`config.mk`:
```
export PLATFORM = sky130hd
export DESIGN_NAME = oal_cell
export DESIGN_NICKNAME = d
export VERILOG_FILES = /design/src/hw/rtl/oal_pkg.sv /design/src/hw/rtl/oal_cell.sv
export SDC_FILE = /design/constraint.sdc
export NUM_CORES = 1
export LEC_CHECK = 0
export BUFFER_PORTS_ARGS = -buffer_cell sky130_fd_sc_hd__buf_4
export CORE_AREA = 2 2 203 205
export CTS_BUF_LIST = sky130_fd_sc_hd__clkbuf_4
export CTS_CLUSTER_DIAMETER = 200
export DETAILED_ROUTE_END_ITERATION = 16
export DIE_AREA = 0 0 205 207
export REMOVE_ABC_BUFFERS = 1
export SLEW_MARGIN = 20
export SYNTH_ARGS = -nofsm -noshare
export SYNTH_HDL_FRONTEND = slang
export SYNTH_SLANG_ARGS = --single-unit
```
`constraint.sdc`:
```
create_clock -name clock -period 18 [get_ports clock]
set_input_delay 2.7 -clock clock [delete_from_list [all_inputs] [get_ports clock]]
set_output_delay 2.7 -clock clock [all_outputs]
set_load 0.01 [all_outputs]
```
`src/hw/rtl/oal_pkg.sv`:
```
// Shared constants, codes and types for the ordered array list.
`timescale 1ns / 1ps

package oal_pkg;

   // Storage shape
   localparam int CAPACITY     = 32;
   localparam int KEY_BITS     = 64;
   localparam int PAYLOAD_BITS = 32;

   // Port field widths (fixed by the interface)
   localparam int OP_W   = 3;
   localparam int POS_W  = 6;
   localparam int KEY_W  = 64;
   localparam int PAY_W  = 32;
   localparam int FPOS_W = 5;
   localparam int CNTP_W = 6;

   // Derived internal widths
   localparam int IDX_W = (CAPACITY > 1) ? $clog2(CAPACITY) : 1;
   localparam int CNT_W = $clog2(CAPACITY + 1);
   localparam int CMP_W = (CNT_W > POS_W) ? CNT_W : POS_W;

   // Operation codes
   localparam logic [OP_W-1:0] OP_INSERT = 3'd0;
   localparam logic [OP_W-1:0] OP_DELETE = 3'd1;
   localparam logic [OP_W-1:0] OP_GET    = 3'd2;
   localparam logic [OP_W-1:0] OP_UPDATE = 3'd3;
   localparam logic [OP_W-1:0] OP_FIND   = 3'd4;

   typedef struct packed {
      logic [KEY_BITS-1:0]     key;
      logic [PAYLOAD_BITS-1:0] payload;
   } entry_type;

   // Broadcast to every cell for one beat
   typedef struct packed {
      logic             ins_do;
      logic             del_do;
      logic             upd_do;
      logic             get_do;
      logic             find_do;
      logic [CMP_W-1:0] pos;
      logic [CMP_W-1:0] ins_pos;
      logic [CMP_W-1:0] count;
      entry_type        item;
   } cell_ctrl_type;

   // Per-cell contribution to the result, already gated
   typedef struct packed {
      logic [IDX_W-1:0] fpos;
      entry_type        rd;
   } cell_rsp_type;

endpackage

```
`src/hw/rtl/oal_cell.sv`:
```
// One storage cell of the list: holds an entry, shifts with its neighbors.
`timescale 1ns / 1ps

module oal_cell
   import oal_pkg::*;
(
   input  logic          clock,
   input  logic [CMP_W-1:0] cell_index,
   input  logic          cmd_valid,
   input  cell_ctrl_type ctrl,
   input  entry_type     left_entry,
   input  entry_type     right_entry,
   input  logic          seen_in,
   output logic          seen_out,
   output entry_type     entry,
   output cell_rsp_type  rsp
);

   entry_type entry_ff;
   entry_type entry_in;
   logic      load_new;
   logic      load_left;
   logic      load_right;
   logic      live;
   logic      hit;
   logic      sel;

   always_comb begin
      load_new   = 1'b0;
      load_left  = 1'b0;
      load_right = 1'b0;
      if (cmd_valid && ctrl.ins_do) begin
         if (cell_index == ctrl.ins_pos) begin
            load_new = 1'b1;
         end else if (cell_index > ctrl.ins_pos && cell_index <= ctrl.count) begin
            load_left = 1'b1;
         end
      end
      if (cmd_valid && ctrl.del_do && cell_index >= ctrl.pos &&
          ({1'b0, cell_index} + (CMP_W+1)'(1)) < {1'b0, ctrl.count}) begin
         load_right = 1'b1;
      end
      if (cmd_valid && ctrl.upd_do && cell_index == ctrl.pos) begin
         load_new = 1'b1;
      end
   end

   always_comb begin
      priority if (load_new) begin
         entry_in = ctrl.item;
      end else if (load_left) begin
         entry_in = left_entry;
      end else if (load_right) begin
         entry_in = right_entry;
      end else begin
         entry_in = entry_ff;
      end
   end

   always_ff @(posedge clock) begin
      entry_ff <= entry_in;
   end

   // Match chain: first hit from the low end wins
   assign live     = cell_index < ctrl.count;
   assign hit      = ctrl.find_do && live && (entry_ff.key == ctrl.item.key);
   assign seen_out = seen_in | hit;
   assign sel      = ctrl.get_do && (cell_index == ctrl.pos);

   assign entry    = entry_ff;
   assign rsp.fpos = (hit && !seen_in) ? cell_index[IDX_W-1:0] : '0;
   assign rsp.rd   = sel ? entry_ff : '0;

endmodule

```
==> flow_metrics.py, run 1 <==
metrics = {
    "status": {
        "status": "completed",
    },
    "detailed_routing": {
        "routed-via-count": 8533,
        "drc_errors": 0,
        "met1_length_um": 14900,
        "met3_length_um": 2553,
        "met2_wirelength_um": 18200,
        "antenna_left": 0,
        "routed_wirelength_um": 36660,
        "routedWlPerCell_um": 19.65,
        "routed.top_layer": "met4",
        "viasPerCell": 4.573,
        "drtPass1Iterations": 5,
        "drt_iter0_drc": 578,
    },
    "placement": {
        "portBuffers": 517,
        "post_dp_cell_area_um2": 11990,
        "hpwl_um": 27570,
        "dp_slack_ps": 9612,
        "gp_congestion": 0.8342,
        "place_inst": 1845,
    },
    "critical_path": {
        "cp_slowest_cell": "nor4_1",
        "worstSetupPathType": "input pin to output pin",
        "crit_chain": "buf_4 -> xnor2_1 -> nand4_1 -> nor4_1 -> nand4_1 -> nor4_1 -> buf_4",
        "critPathArrivalTime_ps": 5410,
        "critPathMaxStageDelay_ps": 780,
        "critPathRequiredTime_ps": 15300,
        "critical_path.top_delay_family": "simple AND/OR/NAND/NOR gates",
        "worstSetupEndpointType": "output pin",
        "startpoint_type": "input pin",
        "critPathBufInv": 2,
        "path_max_fanout": 6,
    },
    "power_and_ir_drop": {
        "pwr-share-comb_pct": 34.7,
        "p_leak_nw": 5.256,
        "pwr-share-seq_pct": 46.8,
        "finalPower_mw": 0.6486,
        "p_sw_mw": 0.2230,
        "irDropWorstVdd_mv": 0.02737,
        "p_clk_share_pct": 18.5,
        "swShare_pct": 34.39,
        "p_int_mw": 0.4256,
        "pwr_density_cell_nw_per_um2": 53.55,
    },
    "clock_tree": {
        "postCtsHoldBufs": 0,
        "clkTransAtPathRegs_ps": 170,
        "cts_sinks": 96,
        "cts_buffer_depth": 2,
        "cts_root_buf": "clkbuf_4",
        "postCtsResizedCells": 0,
        "post-cts-setup-buffer-count": 0,
        "cts_buffers": 9,
        "cts.htree.levels": 3,
        "tritoncts": "done",
    },
    "finish": {
        "final_layout_size_suffix_gt1_share_pct": 43.57,
        "instances_no_fill": 1866,
        "nFillCells": 4329,
        "largest_register_ffs": 96,
        "syn2layout_area_growth_pct": 58.82,
        "nets": 1669,
        "design_area_um2": 12110,
    },
    "yosys": {
        "synth-async-reset-ratio_pct": 0,
        "netlist.area_leader.share_pct": 37.80,
        "synth_top_area_cell": "edfxtp_1",
        "syn-instance-count": 859,
        "yosys_warnings": 0,
        "netlist_top_cells_area": "edfxtp_1 38%, o211ai_1 16%, nand2_1 9.5%",
        "synth_most_common_cell": "nand2_1",
        "synth_area_um2": 7626,
        "ys_seq_area_share_pct": 37.80,
        "netlist_top_cells_count": "194 x nand2_1, 164 x o211ai_1, 96 x edfxtp_1",
        "syn_area_per_cell_um2": 8.878,
        "synth-seq-cells": 96,
        "synth_edf_count": 96,
        "synth_ff_type": "edfxtp_1",
        "yosysUniqueCellTypes": 43,
    },
    "die": {
        "core_area_um2": 40370,
        "start_util_pct": 18.89,
        "die_x_um": 205,
        "ios": 518,
        "dieHeight_um": 207,
        "placement_rows": 74,
        "die_area_um2": 42440,
    },
    "sta": {
        "period_needed_ps": 8106,
        "max-slew-margin-rel_pct": 33.88,
        "post-route-period-util_pct": 45.03,
        "hold_violations": 0,
        "max_clock_freq_ghz": 0.1234,
        "rsz0062_at_grt": "no",
        "slew_violations": 0,
        "worst_pin_slew_ps": 991.8,
        "fin_ws_ps": 9894,
        "setup_viol": 0,
        "holdWs_ps": 2403,
    },
    "grt": {
        "grt_pass1_vias": 8576,
        "grt_pass1_wl_um": 52900,
        "grt_max_degree": 97,
        "track_usage_pct": 16.77,
        "antenna_found_initial": 2,
        "overflow": 0,
    },
    "hold_path": {
        "holdCritStartpoint": "ctrl[18]",
        "holdPathEnd": "entry[18]",
        "whs_path_depth": 3,
        "hp-class": "input pin to register",
    },
    "flow_run": {
        "maxCapViolCount": 0,
    },
}
[per-layer routing]
layer,vias to the layer above,GRT usage (%)
li1,4064,-
met2,385,28.46
met4,0,5.979
met5,-,0
met3,39,4.185
met1,4045,20.44
[power by group through the flow]
stage	Clock, mW	Sequential, mW	Combinational [mW]
after floorplan	0	0.318	0.0821
after global placement	0	0.308	0.224
after detailed placement	0	0.308	0.228
after CTS	0.130	0.304	0.228
after global routing	0.138	0.307	0.244
final	0.120	0.303	0.225
[cell usage in the layout, fill, tap and decap left out, types with 8 or more instances in the layout]
cell / count
nor4_1: 18
buf_4: 527
nor2b_1: 8
nand2_1: 194
o211ai_1: 164
nand2b_1: 8
and2_1: 88
edfxtp_1: 96
o211ai_2: 24
xnor2_1: 47
inv_1: 38
clkbuf_4: 12
ha_1: 25
nand4_1: 15
[cells by family (layout without fill, tap and decap cells)]
family | count (synthesis) | count (layout) | share of synthesized area, %
and+or+nand+nor | 348 | 348 | 21.87
buffers and inverters | 113 | 583 | 6.070
other | 0 | 5 | 0
DFF | 96 | 96 | 37.80
AOI/OAI and AO/OA | 225 | 225 | 24.18
adders and majority gates | 25 | 25 | 4.102
xor gates and xnor gates | 52 | 52 | 5.972
[final cells by class]
cell class	count	area (µm²)	share of cell area (%)
antenna	5	12.51	0.1033
multi-input combinational	650	4317	35.64
clock inverter	4	21.27	0.1756
timing repair buffer	528	3976	32.83
sequential	96	2883	23.80
tap	532	665.6	5.496
inverter	39	146.4	1.209
clock buffer	12	90.09	0.7438
[worst max-delay path by stage]
stage | from | to | slack [ps] | depth (start not counted)
floorplan | ctrl[113] | entry[0] | -9130 | 6
global placement | ctrl[72] | rsp[96] | 9700 | 7
detailed placement | ctrl[72] | rsp[98] | 9610 | 7
CTS | ctrl[72] | rsp[98] | 9600 | 7
global route | ctrl[72] | rsp[96] | 9600 | 7
finish | ctrl[72] | rsp[99] | 9890 | 7
[metrics by stage]
step,util [%],TNS [ps]
2_1_floorplan,-,-876700
3_3_place_gp,29.70,0
3_5_place_dp,29.70,0
4_1_cts,29.97,0
5_1_grt,30.00,0
6_report,30.00,0
Power figures use the tool's default switching activity.
==> run 2: changes to the inputs <==
ABC_AREA = 1   (was not set)
CORE_AREA = 2 2 199 201   (was 2 2 203 205)
DIE_AREA = 0 0 201 203   (was 0 0 205 207)
clock period = 7.2 ns   (was 18 ns; I/O delays follow)
==> flow_metrics.py, run 2 <==
metrics = {
    "status": {
        "status": "completed",
    },
    "sta": {
        "slew_violations": 0,
        "post-route-period-util_pct": 58.97,
        "period_needed_ps": 4246,
        "max_clock_freq_ghz": 0.2355,
        "max-slew-margin-rel_pct": 37.48,
        "worst_pin_slew_ps": 937.9,
        "holdWs_ps": 869.3,
        "rsz0062_at_grt": "no",
        "setup_viol": 0,
        "hold_violations": 0,
    },
    "placement": {
        "portBuffers": 517,
        "hpwl_um": 27760,
        "post_dp_cell_area_um2": 12250,
        "gp_congestion": 0.9213,
    },
    "clock_tree": {
        "clkTransAtPathRegs_ps": 180,
        "cts_buffers": 9,
        "tritoncts": "done",
        "cts.htree.levels": 3,
        "cts_root_buf": "clkbuf_4",
        "post-cts-setup-buffer-count": 0,
        "cts_sinks": 96,
        "postCtsHoldBufs": 0,
        "postCtsResizedCells": 0,
        "cts_buffer_depth": 2,
    },
    "critical_path": {
        "crit_chain": "buf_4 -> inv_1 -> ha_1 -> nand3_1 -> inv_2 -> nand2_4 -> buf_4 -> nor2_1 -> buf_4",
        "path_max_fanout": 51,
        "critPathArrivalTime_ps": 3170,
        "critPathMaxStageDelay_ps": 570,
        "critPathRequiredTime_ps": 6120,
        "worstSetupPathType": "input pin to output pin",
        "worstSetupEndpointType": "output pin",
        "startpoint_type": "input pin",
        "path_common_cell": "buf_4",
        "cp_slowest_cell": "buf_4",
    },
    "yosys": {
        "synth_edf_count": 96,
        "synth_ff_type": "edfxtp_1",
        "syn-instance-count": 1266,
        "synth_most_common_cell": "nand2_1",
        "ys_seq_area_share_pct": 36.28,
        "netlist_top_cells_count": "426 x nand2_1, 252 x inv_1, 244 x nor2_1",
        "netlist.area_leader.share_pct": 36.28,
        "synth_area_um2": 7946,
        "yosysUniqueCellTypes": 26,
        "syn_area_per_cell_um2": 6.277,
        "yosys_warnings": 0,
        "synth_top_area_cell": "edfxtp_1",
        "synth-seq-cells": 96,
        "netlist_top_cells_area": "edfxtp_1 36%, nand2_1 20%, inv_1 12%",
        "synth-async-reset-ratio_pct": 0,
    },
    "grt": {
        "grt_pass1_vias": 8935,
        "overflow": 0,
        "grt_max_degree": 107,
        "track_usage_pct": 16.26,
        "antenna_found_initial": 1,
        "grt_pass1_wl_um": 51160,
    },
    "finish": {
        "nets": 2094,
        "nFillCells": 4248,
        "multi_input_area_um2": 3837,
        "final_cell_mix": "523 x buf_4, 425 x nand2_1, 252 x inv_1, 244 x nor2_1, 99 x o21ai_1",
        "final_layout_size_suffix_gt1_share_pct": 31.24,
        "largest_register_ffs": 96,
        "design_area_um2": 12390,
        "final-seq-area_um2": 2883,
        "mostFrequentLayoutCell": "buf_4",
        "syn2layout_area_growth_pct": 55.93,
    },
    "detailed_routing": {
        "viasPerCell": 4.101,
        "routed-via-count": 9322,
        "drtPass1Iterations": 5,
        "antenna_left": 0,
        "drc_errors": 0,
        "routedWlPerCell_um": 15.32,
        "drt_iter0_drc": 453,
        "routed_wirelength_um": 34820,
    },
    "die": {
        "start_util_pct": 20.66,
        "placement_rows": 72,
        "core_area_um2": 38470,
        "die_x_um": 201,
        "dieHeight_um": 203,
        "ios": 518,
        "die_area_um2": 40800,
    },
    "power_and_ir_drop": {
        "pwr_density_cell_nw_per_um2": 132.4,
        "irDropWorstVdd_mv": 0.07341,
        "p_leak_nw": 7.059,
    },
    "hold_path": {
        "hp-class": "input pin to register",
    },
    "flow_run": {
        "maxCapViolCount": 0,
    },
}
run 2: cells by family (layout without fill, tap and decap cells):
group / count (synthesis) / count (layout) / synth area share, %
compound gates: 132 / 132 / 8.597
fa+ha+maj: 25 / 25 / 3.936
flops: 96 / 96 / 36.28
xor+xnor: 22 / 22 / 2.425
buf+inv: 305 / 793 / 15.86
other cells: 0 / 1 / 0
simple gates: 686 / 686 / 32.91
run 2: where the power goes:
part	switching [mW]	total (mW)	internal, mW
clock	0.217	0.322	0.105
sequential	0.0564	0.756	0.700
combinational	0.288	0.562	0.273
total	0.561	1.64	1.08
run 2: layout make-up:
type / instances / share of cell area, %
inverter: 254 / 7.715
clock inverter: 7 / 0.5655
sequential: 96 / 23.27
clock buffer: 9 / 0.5453
antenna: 1 / 0.02020
multi-input combinational: 865 / 30.97
timing repair buffer: 523 / 31.69
tap: 518 / 5.231
run 2: path summary, 6_finish.rpt:
kind | start | end | cells past startpoint
max | cell_index[0] | rsp[27] | 9
min | ctrl[17] | entry[17] | 3
run 2: through the flow:
stage          cells  TNS, ps  util [%]  total power, mW  setup slack (ps)
6_report        2273        0     32.21            1.640              2954
5_1_grt         2273        0     32.21            1.755              2813
4_1_cts         2272        0     32.20            1.678              2905
3_5_place_dp    2256        0     31.85            1.339              2612
3_3_place_gp    2256        0     31.85            1.334              2635
2_1_floorplan   1215   -22910         -           0.9932            -238.7
run 2: critical path: cells and delay by family:
family / cells / cell delay [ps]
fa+ha+maj: 1 / 270
buf+inv: 5 / 1120
simple gates: 3 / 660
run 2: routing by layer:
metal  GRT usage [%]  vias up  part of all wire, %
met5               0        -                    0
met4           3.651        0                  1.4
met1           20.00     4191                   42
li1                -     4738                    -
met2           28.79      368                   49
met3           3.756       25                  6.7
==> run 3: changes to the inputs <==
ABC_AREA = 0   (was 1)
CORE_AREA = 2 2 203 205   (was 2 2 199 201)
DIE_AREA = 0 0 205 207   (was 0 0 201 203)
clock period = 3.55 ns   (was 7.2 ns; I/O delays follow)
==> flow_metrics.py, run 3 (synthesized netlist as in run 1, its figures left out) <==
metrics = {
    "grt": {
        "antenna_found_initial": 1,
        "overflow": 0,
        "track_usage_pct": 16.56,
        "grt_max_degree": 106,
        "grt_pass1_wl_um": 53700,
        "grt_pass1_vias": 8776,
    },
    "finish": {
        "final_cell_mix": "539 x buf_4, 194 x nand2_1, 164 x o211ai_1, 96 x edfxtp_1, 88 x and2_1",
        "design_area_um2": 12460,
        "syn2layout_area_growth_pct": 63.38,
        "final_layout_size_suffix_gt1_share_pct": 45.06,
        "instances_no_fill": 1881,
        "mostFrequentLayoutCell": "buf_4",
        "largest_register_ffs": 96,
        "nFillCells": 4304,
        "fin_util_pct": 30.86,
        "nets": 1688,
    },
    "sta": {
        "hold_violations": 0,
        "max-slew-margin-rel_pct": 50.26,
        "setup_viol": 0,
        "rsz0062_at_grt": "yes",
        "worst_pin_slew_ps": 746.1,
        "period_needed_ps": 3364,
        "post-route-period-util_pct": 94.75,
        "max_clock_freq_ghz": 0.2973,
        "fin_ws_ps": 186.4,
        "slew_violations": 0,
    },
    "clock_tree": {
        "cts_buffers": 9,
        "cts.htree.levels": 3,
        "cts_root_buf": "clkbuf_4",
        "cts_sinks": 96,
        "clkTransAtPathRegs_ps": 170,
        "cts_buffer_depth": 2,
        "tritoncts": "done",
    },
    "detailed_routing": {
        "antenna_left": 0,
        "routedWlPerCell_um": 19.44,
        "routed_wirelength_um": 36580,
        "drtPass1Iterations": 5,
        "drt_iter0_drc": 467,
        "drc_errors": 0,
        "routed-via-count": 8650,
        "viasPerCell": 4.599,
    },
    "critical_path": {
        "critPathArrivalTime_ps": 2830,
        "crit_chain": "xnor2_1 -> nand4_1 -> nor4_4 -> buf_4 -> nand4_1 -> buf_6 -> nor4_2 -> buf_4 -> buf_4",
        "worstSetupEndpointType": "output pin",
        "worstSetupPathType": "register to output pin",
        "critical_path.top_delay_family": "simple AND/OR/NAND/NOR gates",
        "cp_slowest_cell": "edfxtp_1",
        "path_depth": 9,
        "path_max_fanout": 6,
        "startpoint_type": "register",
        "critPathRequiredTime_ps": 3020,
        "critPathBufInv": 4,
        "critPathMaxStageDelay_ps": 520,
        "path_common_cell": "buf_4",
    },
    "placement": {
        "place_inst": 1859,
        "dp_slack_ps": -287.0,
        "hpwl_um": 27880,
        "post_dp_cell_area_um2": 12170,
        "gp_congestion": 0.9206,
        "portBuffers": 517,
    },
    "die": {
        "start_util_pct": 18.89,
        "core_area_um2": 40370,
        "die_x_um": 205,
        "placement_rows": 74,
        "dieHeight_um": 207,
        "ios": 518,
        "die_area_um2": 42440,
    },
    "power_and_ir_drop": {
        "finalPower_mw": 3.369,
        "irDropWorstVdd_mv": 0.1729,
        "pwr_density_cell_nw_per_um2": 270.4,
        "p_leak_nw": 5.441,
    },
    "hold_path": {
        "whs_path_depth": 3,
        "hp-class": "input pin to register",
    },
    "flow_run": {
        "maxCapViolCount": 0,
    },
    "status": {
        "status": "completed",
    },
}
==> run 3: layout make-up <==
type	instances	area, µm²	area share [%]
Antenna cell	2	5.005	0.04017
Clock buffer	9	67.56	0.5423
Clock inverter	6	61.31	0.4921
Inverter	39	146.4	1.175
Multi-Input combinational cell	650	4433	35.58
Sequential cell	96	2883	23.14
Tap cell	532	665.6	5.342
Timing Repair Buffer	547	4198	33.69
==> run 3: repair_timing <==
action	in CTS	in global routing
hold buffers	0	0
setup buffers	4	1
pin swaps	4	2
gates cloned	0	0
setup endpoints to repair	6	6
gates resized for setup	10	7
==> run 3: metrics by stage <==
step	setup TNS, ps	hold slack [ps]
2_1_floorplan	-2654000	738.5
3_3_place_gp	-809.6	831.4
3_5_place_dp	-1007	841.3
4_1_cts	-16.68	200.2
5_1_grt	-42.83	187.0
6_report	0	283.5
==> run 3: power breakdown <==
part           leakage [nW]  total (mW)  switching [mW]  internal (mW)
clock                0.0732       0.663           0.455          0.209
sequential            0.876        1.54           0.122           1.41
combinational          4.49        1.17           0.568          0.602
total                  5.44        3.37            1.15           2.22
==> run 3: routing by layer <==
layer | vias to the layer above | wire length (µm) | track usage [%]
met1 | 4144 | 15010 | 20.32
met2 | 380 | 18550 | 29.04
met4 | 0 | 527 | 4.366
met3 | 27 | 2483 | 3.603
li1 | 4099 | - | -
met5 | - | 0 | 0
==> run 3: worst paths after layout <==
| check | from | endpoint | slack (ps) |
|---|---|---|---|
| hold / removal | ctrl[30] | entry[30] | 280 |
| setup / recovery | entry[86] | rsp[96] | 190 |
